==> src/hw/rtl/acpu_pkg.sv <==
`timescale 1ns / 1ps
// ----------------------------------------------------------------------------
// acpu_pkg
// Shared types, constants and the microcode table of the accumulator CPU
// execute block.
// ----------------------------------------------------------------------------
package acpu_pkg;

  localparam int IN_W  = 16;   // func, operand
  localparam int OUT_W = 24;   // 22 result bits, zero filled to 3 bytes

  localparam int DIV_STEPS = 8;
  localparam int DCNT_W    = $clog2(DIV_STEPS);

  // Status bit positions
  localparam int ST_ZERO  = 0;
  localparam int ST_CARRY = 1;
  localparam int ST_OVER  = 2;

  typedef enum logic [3:0] {
    OP_LDM  = 4'd0,
    OP_LDI  = 4'd1,
    OP_ST   = 4'd2,
    OP_ADD  = 4'd3,
    OP_SUB  = 4'd4,
    OP_MUL  = 4'd5,
    OP_DIV  = 4'd6,
    OP_INC  = 4'd7,
    OP_DEC  = 4'd8,
    OP_AND  = 4'd9,
    OP_OR   = 4'd10,
    OP_NOT  = 4'd11,
    OP_JMP  = 4'd12,
    OP_JZ   = 4'd13,
    OP_JNZ  = 4'd14,
    OP_HALT = 4'd15
  } opc_t;

  // Microprogram addresses
  typedef logic [2:0] step_t;
  localparam step_t S_IDLE = 3'd0;
  localparam step_t S_DISP = 3'd1;
  localparam step_t S_EXEC = 3'd2;
  localparam step_t S_DIVI = 3'd3;
  localparam step_t S_DIVL = 3'd4;
  localparam step_t S_DIVF = 3'd5;
  localparam step_t S_DIVZ = 3'd6;

  // Jump conditions
  typedef enum logic [2:0] {
    C_NEVER   = 3'd0,
    C_IN      = 3'd1,
    C_DIV     = 3'd2,
    C_MZERO   = 3'd3,
    C_DIVMORE = 3'd4
  } cond_t;

  // Result source on a finishing step
  typedef enum logic [1:0] {
    RES_ALU  = 2'd0,
    RES_QUO  = 2'd1,
    RES_DIVZ = 2'd2
  } res_sel_t;

  typedef struct packed {
    logic     take;      // step accepts a request
    logic     finish;    // commit state and load the result register
    logic     div_load;  // seed the divider
    logic     div_step;  // one restoring division step
    res_sel_t res;
    cond_t    cond;
    step_t    jmp;
    step_t    nxt;
  } ctrl_t;

  typedef struct packed {
    logic is_div;
    logic m_zero;
    logic div_more;
    logic out_free;
  } dp_sts_t;

  function automatic ctrl_t ucode(input step_t s);
    ctrl_t cw;
    cw = '{take: 1'b0, finish: 1'b0, div_load: 1'b0, div_step: 1'b0,
           res: RES_ALU, cond: C_NEVER, jmp: S_IDLE, nxt: S_IDLE};
    case (s)
      S_IDLE: begin
        cw.take = 1'b1;
        cw.cond = C_IN;
        cw.jmp  = S_DISP;
        cw.nxt  = S_IDLE;
      end
      S_DISP: begin
        cw.cond = C_DIV;
        cw.jmp  = S_DIVI;
        cw.nxt  = S_EXEC;
      end
      S_EXEC: begin
        cw.finish = 1'b1;
        cw.res    = RES_ALU;
      end
      S_DIVI: begin
        cw.div_load = 1'b1;
        cw.cond     = C_MZERO;
        cw.jmp      = S_DIVZ;
        cw.nxt      = S_DIVL;
      end
      S_DIVL: begin
        cw.div_step = 1'b1;
        cw.cond     = C_DIVMORE;
        cw.jmp      = S_DIVL;
        cw.nxt      = S_DIVF;
      end
      S_DIVF: begin
        cw.finish = 1'b1;
        cw.res    = RES_QUO;
      end
      S_DIVZ: begin
        cw.finish = 1'b1;
        cw.res    = RES_DIVZ;
      end
      default: begin
        cw.nxt = S_IDLE;
      end
    endcase
    return cw;
  endfunction

endpackage

==> src/hw/rtl/acpu_seq.sv <==
`timescale 1ns / 1ps
// ----------------------------------------------------------------------------
// acpu_seq
// Microprogram sequencer: step register, control word lookup and
// conditional jumps.
// ----------------------------------------------------------------------------
module acpu_seq (
  input  logic             clk,
  input  logic             rst_n,
  input  logic             in_acc,
  input  acpu_pkg::dp_sts_t sts,
  output acpu_pkg::ctrl_t  cw
);
  import acpu_pkg::*;

  step_t step_r;
  step_t step_nxt;
  logic  cond_hit;

  assign cw = ucode(step_r);

  always_comb begin
    case (cw.cond)
      C_NEVER:   cond_hit = 1'b0;
      C_IN:      cond_hit = in_acc;
      C_DIV:     cond_hit = sts.is_div;
      C_MZERO:   cond_hit = sts.m_zero;
      C_DIVMORE: cond_hit = sts.div_more;
      default:   cond_hit = 1'b0;
    endcase
  end

  always_comb begin
    if (cw.finish && !sts.out_free) begin
      step_nxt = step_r;          // hold until the result register frees up
    end else if (cond_hit) begin
      step_nxt = cw.jmp;
    end else begin
      step_nxt = cw.nxt;
    end
  end

  always_ff @(posedge clk) begin
    if (!rst_n) begin
      step_r <= S_IDLE;
    end else begin
      step_r <= step_nxt;
    end
  end

endmodule

==> src/hw/rtl/acpu_dpath.sv <==
`timescale 1ns / 1ps
// ----------------------------------------------------------------------------
// acpu_dpath
// Datapath: instruction latch, data memory, ALU, restoring divider,
// architectural registers and the result register.
// ----------------------------------------------------------------------------
module acpu_dpath #(
  parameter int DATA_DEPTH = 256
) (
  input  logic                      clk,
  input  logic                      rst_n,
  input  logic                      in_acc,
  input  logic [acpu_pkg::IN_W-1:0] in_tdata,
  input  acpu_pkg::ctrl_t           cw,
  output acpu_pkg::dp_sts_t         sts,
  output logic                      out_tvalid,
  input  logic                      out_tready,
  output logic [acpu_pkg::OUT_W-1:0] out_tdata
);
  import acpu_pkg::*;

  localparam int AW = (DATA_DEPTH > 1) ? $clog2(DATA_DEPTH) : 1;

  // Operand modulo depth, worked out at elaboration
  logic [AW-1:0] mod_tab [256];
  for (genvar g = 0; g < 256; g++) begin : g_mod
    assign mod_tab[g] = AW'(g % DATA_DEPTH);
  end

  logic [7:0] func_r, opnd_r, mq_r, acc_r, pc_r, rem_r, quo_r;
  logic       mv_r;
  logic [2:0] sts_r;
  logic [DCNT_W-1:0] dcnt_r;
  logic [7:0] mem [DATA_DEPTH];
  logic [DATA_DEPTH-1:0] vld_r;
  logic       out_valid_r;
  logic [OUT_W-1:0] out_data_r;

  logic [7:0]  m, acc_nxt, pc_nxt, rem_nxt;
  logic [2:0]  sts_nxt;
  logic        halt, divz, ill, we, zupd, commit;
  logic [8:0]  sum9, dif9;
  logic [15:0] prod;
  logic [9:0]  trial;
  logic [AW-1:0] rd_addr, wr_addr;

  assign rd_addr = mod_tab[in_tdata[15:8]];
  assign wr_addr = mod_tab[opnd_r];
  assign m       = mv_r ? mq_r : 8'h00;
  assign commit  = cw.finish && sts.out_free;

  assign sts.is_div   = (func_r == {4'd0, OP_DIV});
  assign sts.m_zero   = (m == 8'h00);
  assign sts.div_more = (dcnt_r != DCNT_W'(DIV_STEPS - 1));
  assign sts.out_free = !out_valid_r || out_tready;

  // Latch the request and read the data memory
  always_ff @(posedge clk) begin
    if (in_acc) begin
      func_r <= in_tdata[7:0];
      opnd_r <= in_tdata[15:8];
      mq_r   <= mem[rd_addr];
      mv_r   <= vld_r[rd_addr];
    end
  end

  always_ff @(posedge clk) begin
    if (commit && we) begin
      mem[wr_addr] <= acc_r;
    end
  end

  always_ff @(posedge clk) begin
    if (!rst_n) begin
      vld_r <= '0;
    end else if (commit && we) begin
      vld_r[wr_addr] <= 1'b1;
    end
  end

  // Restoring divider, one quotient bit per step
  assign trial   = {1'b0, rem_r, quo_r[7]} - {2'b00, m};
  assign rem_nxt = trial[9] ? {rem_r[6:0], quo_r[7]} : trial[7:0];

  always_ff @(posedge clk) begin
    if (cw.div_load) begin
      rem_r  <= 8'h00;
      quo_r  <= acc_r;
      dcnt_r <= '0;
    end else if (cw.div_step) begin
      rem_r  <= rem_nxt;
      quo_r  <= {quo_r[6:0], ~trial[9]};
      dcnt_r <= dcnt_r + DCNT_W'(1);
    end
  end

  assign sum9 = {1'b0, acc_r} + {1'b0, m};
  assign dif9 = {1'b0, acc_r} - {1'b0, m};
  assign prod = acc_r * m;

  always_comb begin
    acc_nxt = acc_r;
    sts_nxt = sts_r;
    pc_nxt  = pc_r + 8'd1;
    halt    = 1'b0;
    divz    = 1'b0;
    ill     = 1'b0;
    we      = 1'b0;
    zupd    = 1'b0;
    case (cw.res)
      RES_QUO: begin
        acc_nxt = quo_r;
        sts_nxt = {1'b0, 1'b0, (quo_r == 8'h00)};
      end
      RES_DIVZ: begin
        divz = 1'b1;
      end
      RES_ALU: begin
        if (func_r[7:4] != 4'd0) begin
          ill    = 1'b1;
          pc_nxt = pc_r;
        end else begin
          case (opc_t'(func_r[3:0]))
            OP_LDM: begin
              acc_nxt = m;
              zupd    = 1'b1;
            end
            OP_LDI: begin
              acc_nxt = opnd_r;
              zupd    = 1'b1;
            end
            OP_ST: begin
              we = 1'b1;
            end
            OP_ADD: begin
              acc_nxt           = sum9[7:0];
              sts_nxt[ST_CARRY] = sum9[8];
              zupd              = 1'b1;
            end
            OP_SUB: begin
              acc_nxt           = dif9[7:0];
              sts_nxt[ST_CARRY] = dif9[8];
              zupd              = 1'b1;
            end
            OP_MUL: begin
              acc_nxt          = prod[7:0];
              sts_nxt[ST_OVER] = |prod[15:8];
              zupd             = 1'b1;
            end
            OP_INC: begin
              acc_nxt           = acc_r + 8'd1;
              sts_nxt[ST_CARRY] = (acc_r == 8'hFF);
              zupd              = 1'b1;
            end
            OP_DEC: begin
              acc_nxt           = acc_r - 8'd1;
              sts_nxt[ST_CARRY] = 1'b0;
              sts_nxt[ST_OVER]  = 1'b0;
              zupd              = 1'b1;
            end
            OP_AND: begin
              acc_nxt = acc_r & m;
              zupd    = 1'b1;
            end
            OP_OR: begin
              acc_nxt = acc_r | m;
              zupd    = 1'b1;
            end
            OP_NOT: begin
              acc_nxt = ~acc_r;
              zupd    = 1'b1;
            end
            OP_JMP: begin
              pc_nxt = {1'b0, opnd_r[7:1]};
            end
            OP_JZ: begin
              if (acc_r == 8'h00) begin
                pc_nxt = {1'b0, opnd_r[7:1]};
              end
            end
            OP_JNZ: begin
              if (acc_r != 8'h00) begin
                pc_nxt = {1'b0, opnd_r[7:1]};
              end
            end
            OP_HALT: begin
              halt   = 1'b1;
              pc_nxt = pc_r;
            end
            default: begin
            end
          endcase
          if (zupd) begin
            sts_nxt[ST_ZERO] = (acc_nxt == 8'h00);
          end
        end
      end
      default: begin
      end
    endcase
  end

  always_ff @(posedge clk) begin
    if (!rst_n) begin
      acc_r <= 8'h00;
      sts_r <= 3'b000;
      pc_r  <= 8'h00;
    end else if (commit) begin
      acc_r <= acc_nxt;
      sts_r <= sts_nxt;
      pc_r  <= pc_nxt;
    end
  end

  always_ff @(posedge clk) begin
    if (!rst_n) begin
      out_valid_r <= 1'b0;
    end else if (commit) begin
      out_valid_r <= 1'b1;
    end else if (out_tready) begin
      out_valid_r <= 1'b0;
    end
  end

  always_ff @(posedge clk) begin
    if (commit) begin
      out_data_r <= {2'b00, ill, divz, halt, pc_nxt, sts_nxt, acc_nxt};
    end
  end

  assign out_tvalid = out_valid_r;
  assign out_tdata  = out_data_r;

endmodule

==> src/hw/rtl/accumulator_cpu_execute.sv <==
`timescale 1ns / 1ps
// ----------------------------------------------------------------------------
// accumulator_cpu_execute
// Executes one instruction of an 8-bit accumulator machine per request and
// returns the new accumulator, status, next pc and event flags.
// ----------------------------------------------------------------------------
//
//   channel  dir  payload (lsb first)                                 width
//   in_      in   func[7:0], operand[15:8]                             16
//   out_     out  accumulator[7:0], status[10:8], next_pc[18:11],      24
//                 halted[19], div_zero[20], illegal[21], zero[23:22]
//
// Sequence: one request at a time. Most opcodes go from accept to the result
// register through accept with memory read, dispatch and execute. DIV goes
// through accept, dispatch, divider seed, 8 restoring steps and writeback;
// a zero divisor exits after the seed step.
// Stalls: a finishing step holds while the previous result waits on
// out_tready; the next request is taken as soon as the result is loaded.
// Reset: clears the accumulator, status, pc and the per-byte valid bits of
// the data memory, so unwritten bytes read as zero; no clearing pass.
//
module accumulator_cpu_execute #(
  parameter int DATA_DEPTH = 256
) (
  input  logic                       clk,
  input  logic                       rst_n,
  input  logic                       in_tvalid,
  output logic                       in_tready,
  input  logic [acpu_pkg::IN_W-1:0]  in_tdata,   // func[7:0], operand[15:8]
  output logic                       out_tvalid,
  input  logic                       out_tready,
  output logic [acpu_pkg::OUT_W-1:0] out_tdata   // acc, status, next_pc,
                                                 // halted, div_zero, illegal
);
  import acpu_pkg::*;

  ctrl_t   cw;
  dp_sts_t sts;
  logic    in_acc;

  // Take requests only in the idle step, and never while reset is held
  assign in_tready = cw.take && rst_n;
  assign in_acc    = in_tvalid && in_tready;

  acpu_seq u_seq (
    .clk    (clk),
    .rst_n  (rst_n),
    .in_acc (in_acc),
    .sts    (sts),
    .cw     (cw)
  );

  acpu_dpath #(
    .DATA_DEPTH (DATA_DEPTH)
  ) u_dpath (
    .clk        (clk),
    .rst_n      (rst_n),
    .in_acc     (in_acc),
    .in_tdata   (in_tdata),
    .cw         (cw),
    .sts        (sts),
    .out_tvalid (out_tvalid),
    .out_tready (out_tready),
    .out_tdata  (out_tdata)
  );

endmodule

==> config.mk <==
export PLATFORM = sky130hd
export DESIGN_NAME = accumulator_cpu_execute
export DESIGN_NICKNAME = d
export VERILOG_FILES = /design/src/hw/rtl/acpu_pkg.sv /design/src/hw/rtl/acpu_seq.sv /design/src/hw/rtl/acpu_dpath.sv /design/src/hw/rtl/accumulator_cpu_execute.sv
export SDC_FILE = /design/constraint.sdc
export NUM_CORES = 2
export LEC_CHECK = 0
export ABC_AREA = 0
export ABC_CLOCK_PERIOD_IN_PS = 19610
export CORE_MARGIN = 1.5
export CORE_UTILIZATION = 25
export CTS_CLUSTER_DIAMETER = 120
export DETAILED_ROUTE_END_ITERATION = 10
export DONT_BUFFER_PORTS = 1
export HOLD_SLACK_MARGIN = 0.15
export PLACE_DENSITY = 0.5
export SETUP_SLACK_MARGIN = 0.4
export SYNTH_ARGS = -nofsm -noshare
export SYNTH_HDL_FRONTEND = slang
export SYNTH_SLANG_ARGS = --single-unit
export TNS_END_PERCENT = 100
==> constraint.sdc <==
create_clock -name clk -period 19.61 [get_ports clk]
set_input_delay 1.961 -clock clk [delete_from_list [all_inputs] [get_ports clk]]
set_output_delay 1.961 -clock clk [all_outputs]
set_load 0.005 [all_outputs]
==> results.json <==
{
  "outcome": "completed",
  "synthesis.area_um2": 96000,
  "htree_num_levels": 5,
  "fin_util": 0.288,
  "synth-main-ff-cell": "edfxtp_1",
  "rrSetupSlack_ps": 13090,
  "period_share": 0.333,
  "grt_pass1_vias": 48955,
  "clock_path_buffers": 4,
  "p_leak_uw": 0.0326,
  "gr-usage-all-layers": 0.126,
  "postCtsHoldBufs": 0,
  "fin_area_um2": 110000,
  "row_count": 227,
  "initial_core_util": 0.251,
  "die_area_um2": 388000,
  "ir_drop_uv": 69.5,
  "drc_errors": 0,
  "cts_resized": 0,
  "r2r_start": "u_dpath.acc_r[3]",
  "path_clk_slew_ps": 50,
  "cts_buffers": 266,
  "layout.cells.most_common": "edfxtp_1",
  "synth.distinct_cells": 81,
  "power_density_nw_per_um2": 97.5,
  "grt_max_degree": 578,
  "hold_start": "u_dpath.vld_r[246]",
  "grt_setup_unrepaired": "false",
  "synth_seq_cells": 2393,
  "fmaxAchievable_mhz": 153,
  "io_buffers": 0,
  "viasPerCell": 4.64,
  "path_class": "register to register",
  "arrival_ps": 7100,
  "crit_required_ps": 20190,
  "final_nets": 5201,
  "finalCriticalPeriod_ps": 6520,
  "hold_viol_final": 0,
  "grt_pass1_wl_um": 360000,
  "setup.worst_path.end_class": "register",
  "die_x_um": 623,
  "yosysSeqAreaShare": 0.719,
  "ios": 46,
  "coreArea_um2": 382000,
  "fin_tns_setup_ps": 0,
  "ant_nets": 0,
  "critical_path.max_stage_delay_ps": 650,
  "cp_max_fo": 66,
  "total_power_uw": 10700,
  "async_flop_share": 0,
  "area_growth_pct": 14.8,
  "cts_setup_buffers": 0,
  "wl_um": 249000,
  "syn_inst": 5019,
  "skew_ps": 37.5,
  "antenna_found_initial": 18,
  "slew-limit-headroom": 0.102,
  "first_pass_iters": 7,
  "hold_class": "register to register",
  "avgSynthCellArea_um2": 19.1,
  "startpoint": "u_dpath.acc_r[3]",
  "synth_edf_count": 2103,
  "worstSetupStartpointType": "register",
  "fp.dieH_um": 623,
  "layout-drive-gt1-share": 0.232,
  "cts_root_buf": "clkbuf_16",
  "hpwl_um": 144000,
  "drv_slew": 0,
  "crit_chain": "buf_4, clkinv_1, nor2_1, fa_1, inv_1, fa_1, inv_1, fa_1, inv_1, fa_1, inv_1, ha_1, and3_1, a221o_1, a311o_1, o41ai_1, xor2_1, a41oi_1, o21ai_0, nand2_1",
  "seqCellArea_um2": 69000,
  "final_cell_mix": "2103 x edfxtp_1, 756 x mux4_2, 752 x nor2_1",
  "overflow": 0,
  "slowest_stage": "dfxtp_4",
  "cts_sinks": 2393,
  "via_count": 47792,
  "setup_viol": 0,
  "placed_cell_area_um2": 102000,
  "cts_tree": "yes",
  "worst_pin_slew_ps": 1340,
  "whs_ps": 459,
  "gp_congestion": 0.856,
  "clkLatencyLatePin_ps": 840,
  "fillers": 37494,
  "drt_iter0_drc": 4801,
  "routedWlPerCell_um": 24.2,
  "multi_input_area_um2": 25500,
  "maxCapViolCount": 0,
  "yosys_warnings": 0
}
## through the flow
step           worst slack, ps  instances
2_1_floorplan            10460       5020
3_3_place_gp             13220       9826
3_5_place_dp             13150       9826
4_1_cts                  13130      10297
5_1_grt                  12660      10306
6_report                 13090      10306
## per-layer routing
layer	part of all wire	vias up	track usage
li1	-	20215	-
met1	0.44	25754	0.176
met2	0.48	1509	0.203
met3	0.061	312	0.0211
met4	0.020	2	0.0303
met5	0.000052	-	0
## state kept, by name (all words and copies together) (netlist names)
name	cells
u_dpath.mem	2048
u_dpath.vld_r	256
u_dpath.out_tdata	22
u_dpath.acc_r	8
u_dpath.func_r	8
u_dpath.mq_r	8
u_dpath.opnd_r	8
u_dpath.pc_r	8
u_dpath.quo_r	8
u_dpath.rem_r	8
u_dpath.dcnt_r	3
u_dpath.sts_r	3
u_seq.step_r	3
u_dpath.mv_r	1
u_dpath.out_tvalid	1
## cell usage after synthesis, types with 5 or more instances
master,number,area share
buf_1,35,0.0014
fa_1,40,0.0083
nor2_1,752,0.029
dfxtp_1,290,0.060
a21oi_1,37,0.0019
buf_2,63,0.0033
xnor2_1,10,0.00091
nand4_1,5,0.00033
nor3_1,21,0.0011
mux4_2,756,0.18
nor2_2,10,0.00065
o21ai_0,58,0.0030
edfxtp_1,2103,0.66
o31ai_1,5,0.00039
or3_1,5,0.00033
o21a_1,70,0.0055
and3_1,15,0.00098
mux2i_1,6,0.00063
nor4_1,15,0.00098
nand2_1,123,0.0048
nor3b_1,7,0.00055
ha_1,77,0.010
o21bai_1,5,0.00039
inv_1,92,0.0036
nor2b_1,19,0.0012
a221o_1,10,0.0010
nand2b_1,10,0.00065
a31oi_1,14,0.00091
a211oi_1,12,0.00094
and2_1,13,0.00085
clkbuf_1,187,0.0073
nand3b_1,6,0.00047
a22oi_1,29,0.0023
xor2_1,10,0.00091
o22ai_1,6,0.00039
nand3_1,19,0.00099
## critical path: cells and delay by family, from the launching register on
kind / cells / cell delay (ps)
AO/OA/AOI/OAI: 5 / 1410
adder cells (fa/ha/maj): 5 / 1950
AND/OR/NAND/NOR: 3 / 520
XOR/XNOR: 1 / 190
flip-flops: 1 / 650
buffers and inverters: 6 / 1490
## where the power goes
group,switching [uW],internal (uW)
combinational,246,178
clock,1980,2810
sequential,17.4,5510
## worst paths after layout
kind,endpoint,cells after the start
max reg2reg,u_dpath.out_tdata[10],20
max,u_dpath.out_tdata[10],20
min,u_dpath.vld_r[246],2
min reg2reg,u_dpath.vld_r[246],2
## kinds of logic (layout without fill, tap and decap cells)
logic type      Yosys count  in the layout  synth area share
simple gates           1040           1040            0.0452
buf+inv                 383            630            0.0159
xor+xnor                 20             20           0.00183
fa+ha+maj               117            117            0.0184
other cells               1              3         0.0000391
mux                     765            765             0.178
flops                  2393           2393             0.719
compound gates          300            300            0.0217
## final cells by class
type | count | share of cell area
multi-input cells | 2244 | 0.232
clock inverters | 88 | 0.00716
well taps | 5038 | 0.0572
diodes | 1 | 0.0000227
clock buffers | 383 | 0.0680
inverters | 96 | 0.00334
flip-flops and latches | 2393 | 0.626
repair buffers | 63 | 0.00598
No activity file was read; power rests on OpenSTA's default activity.
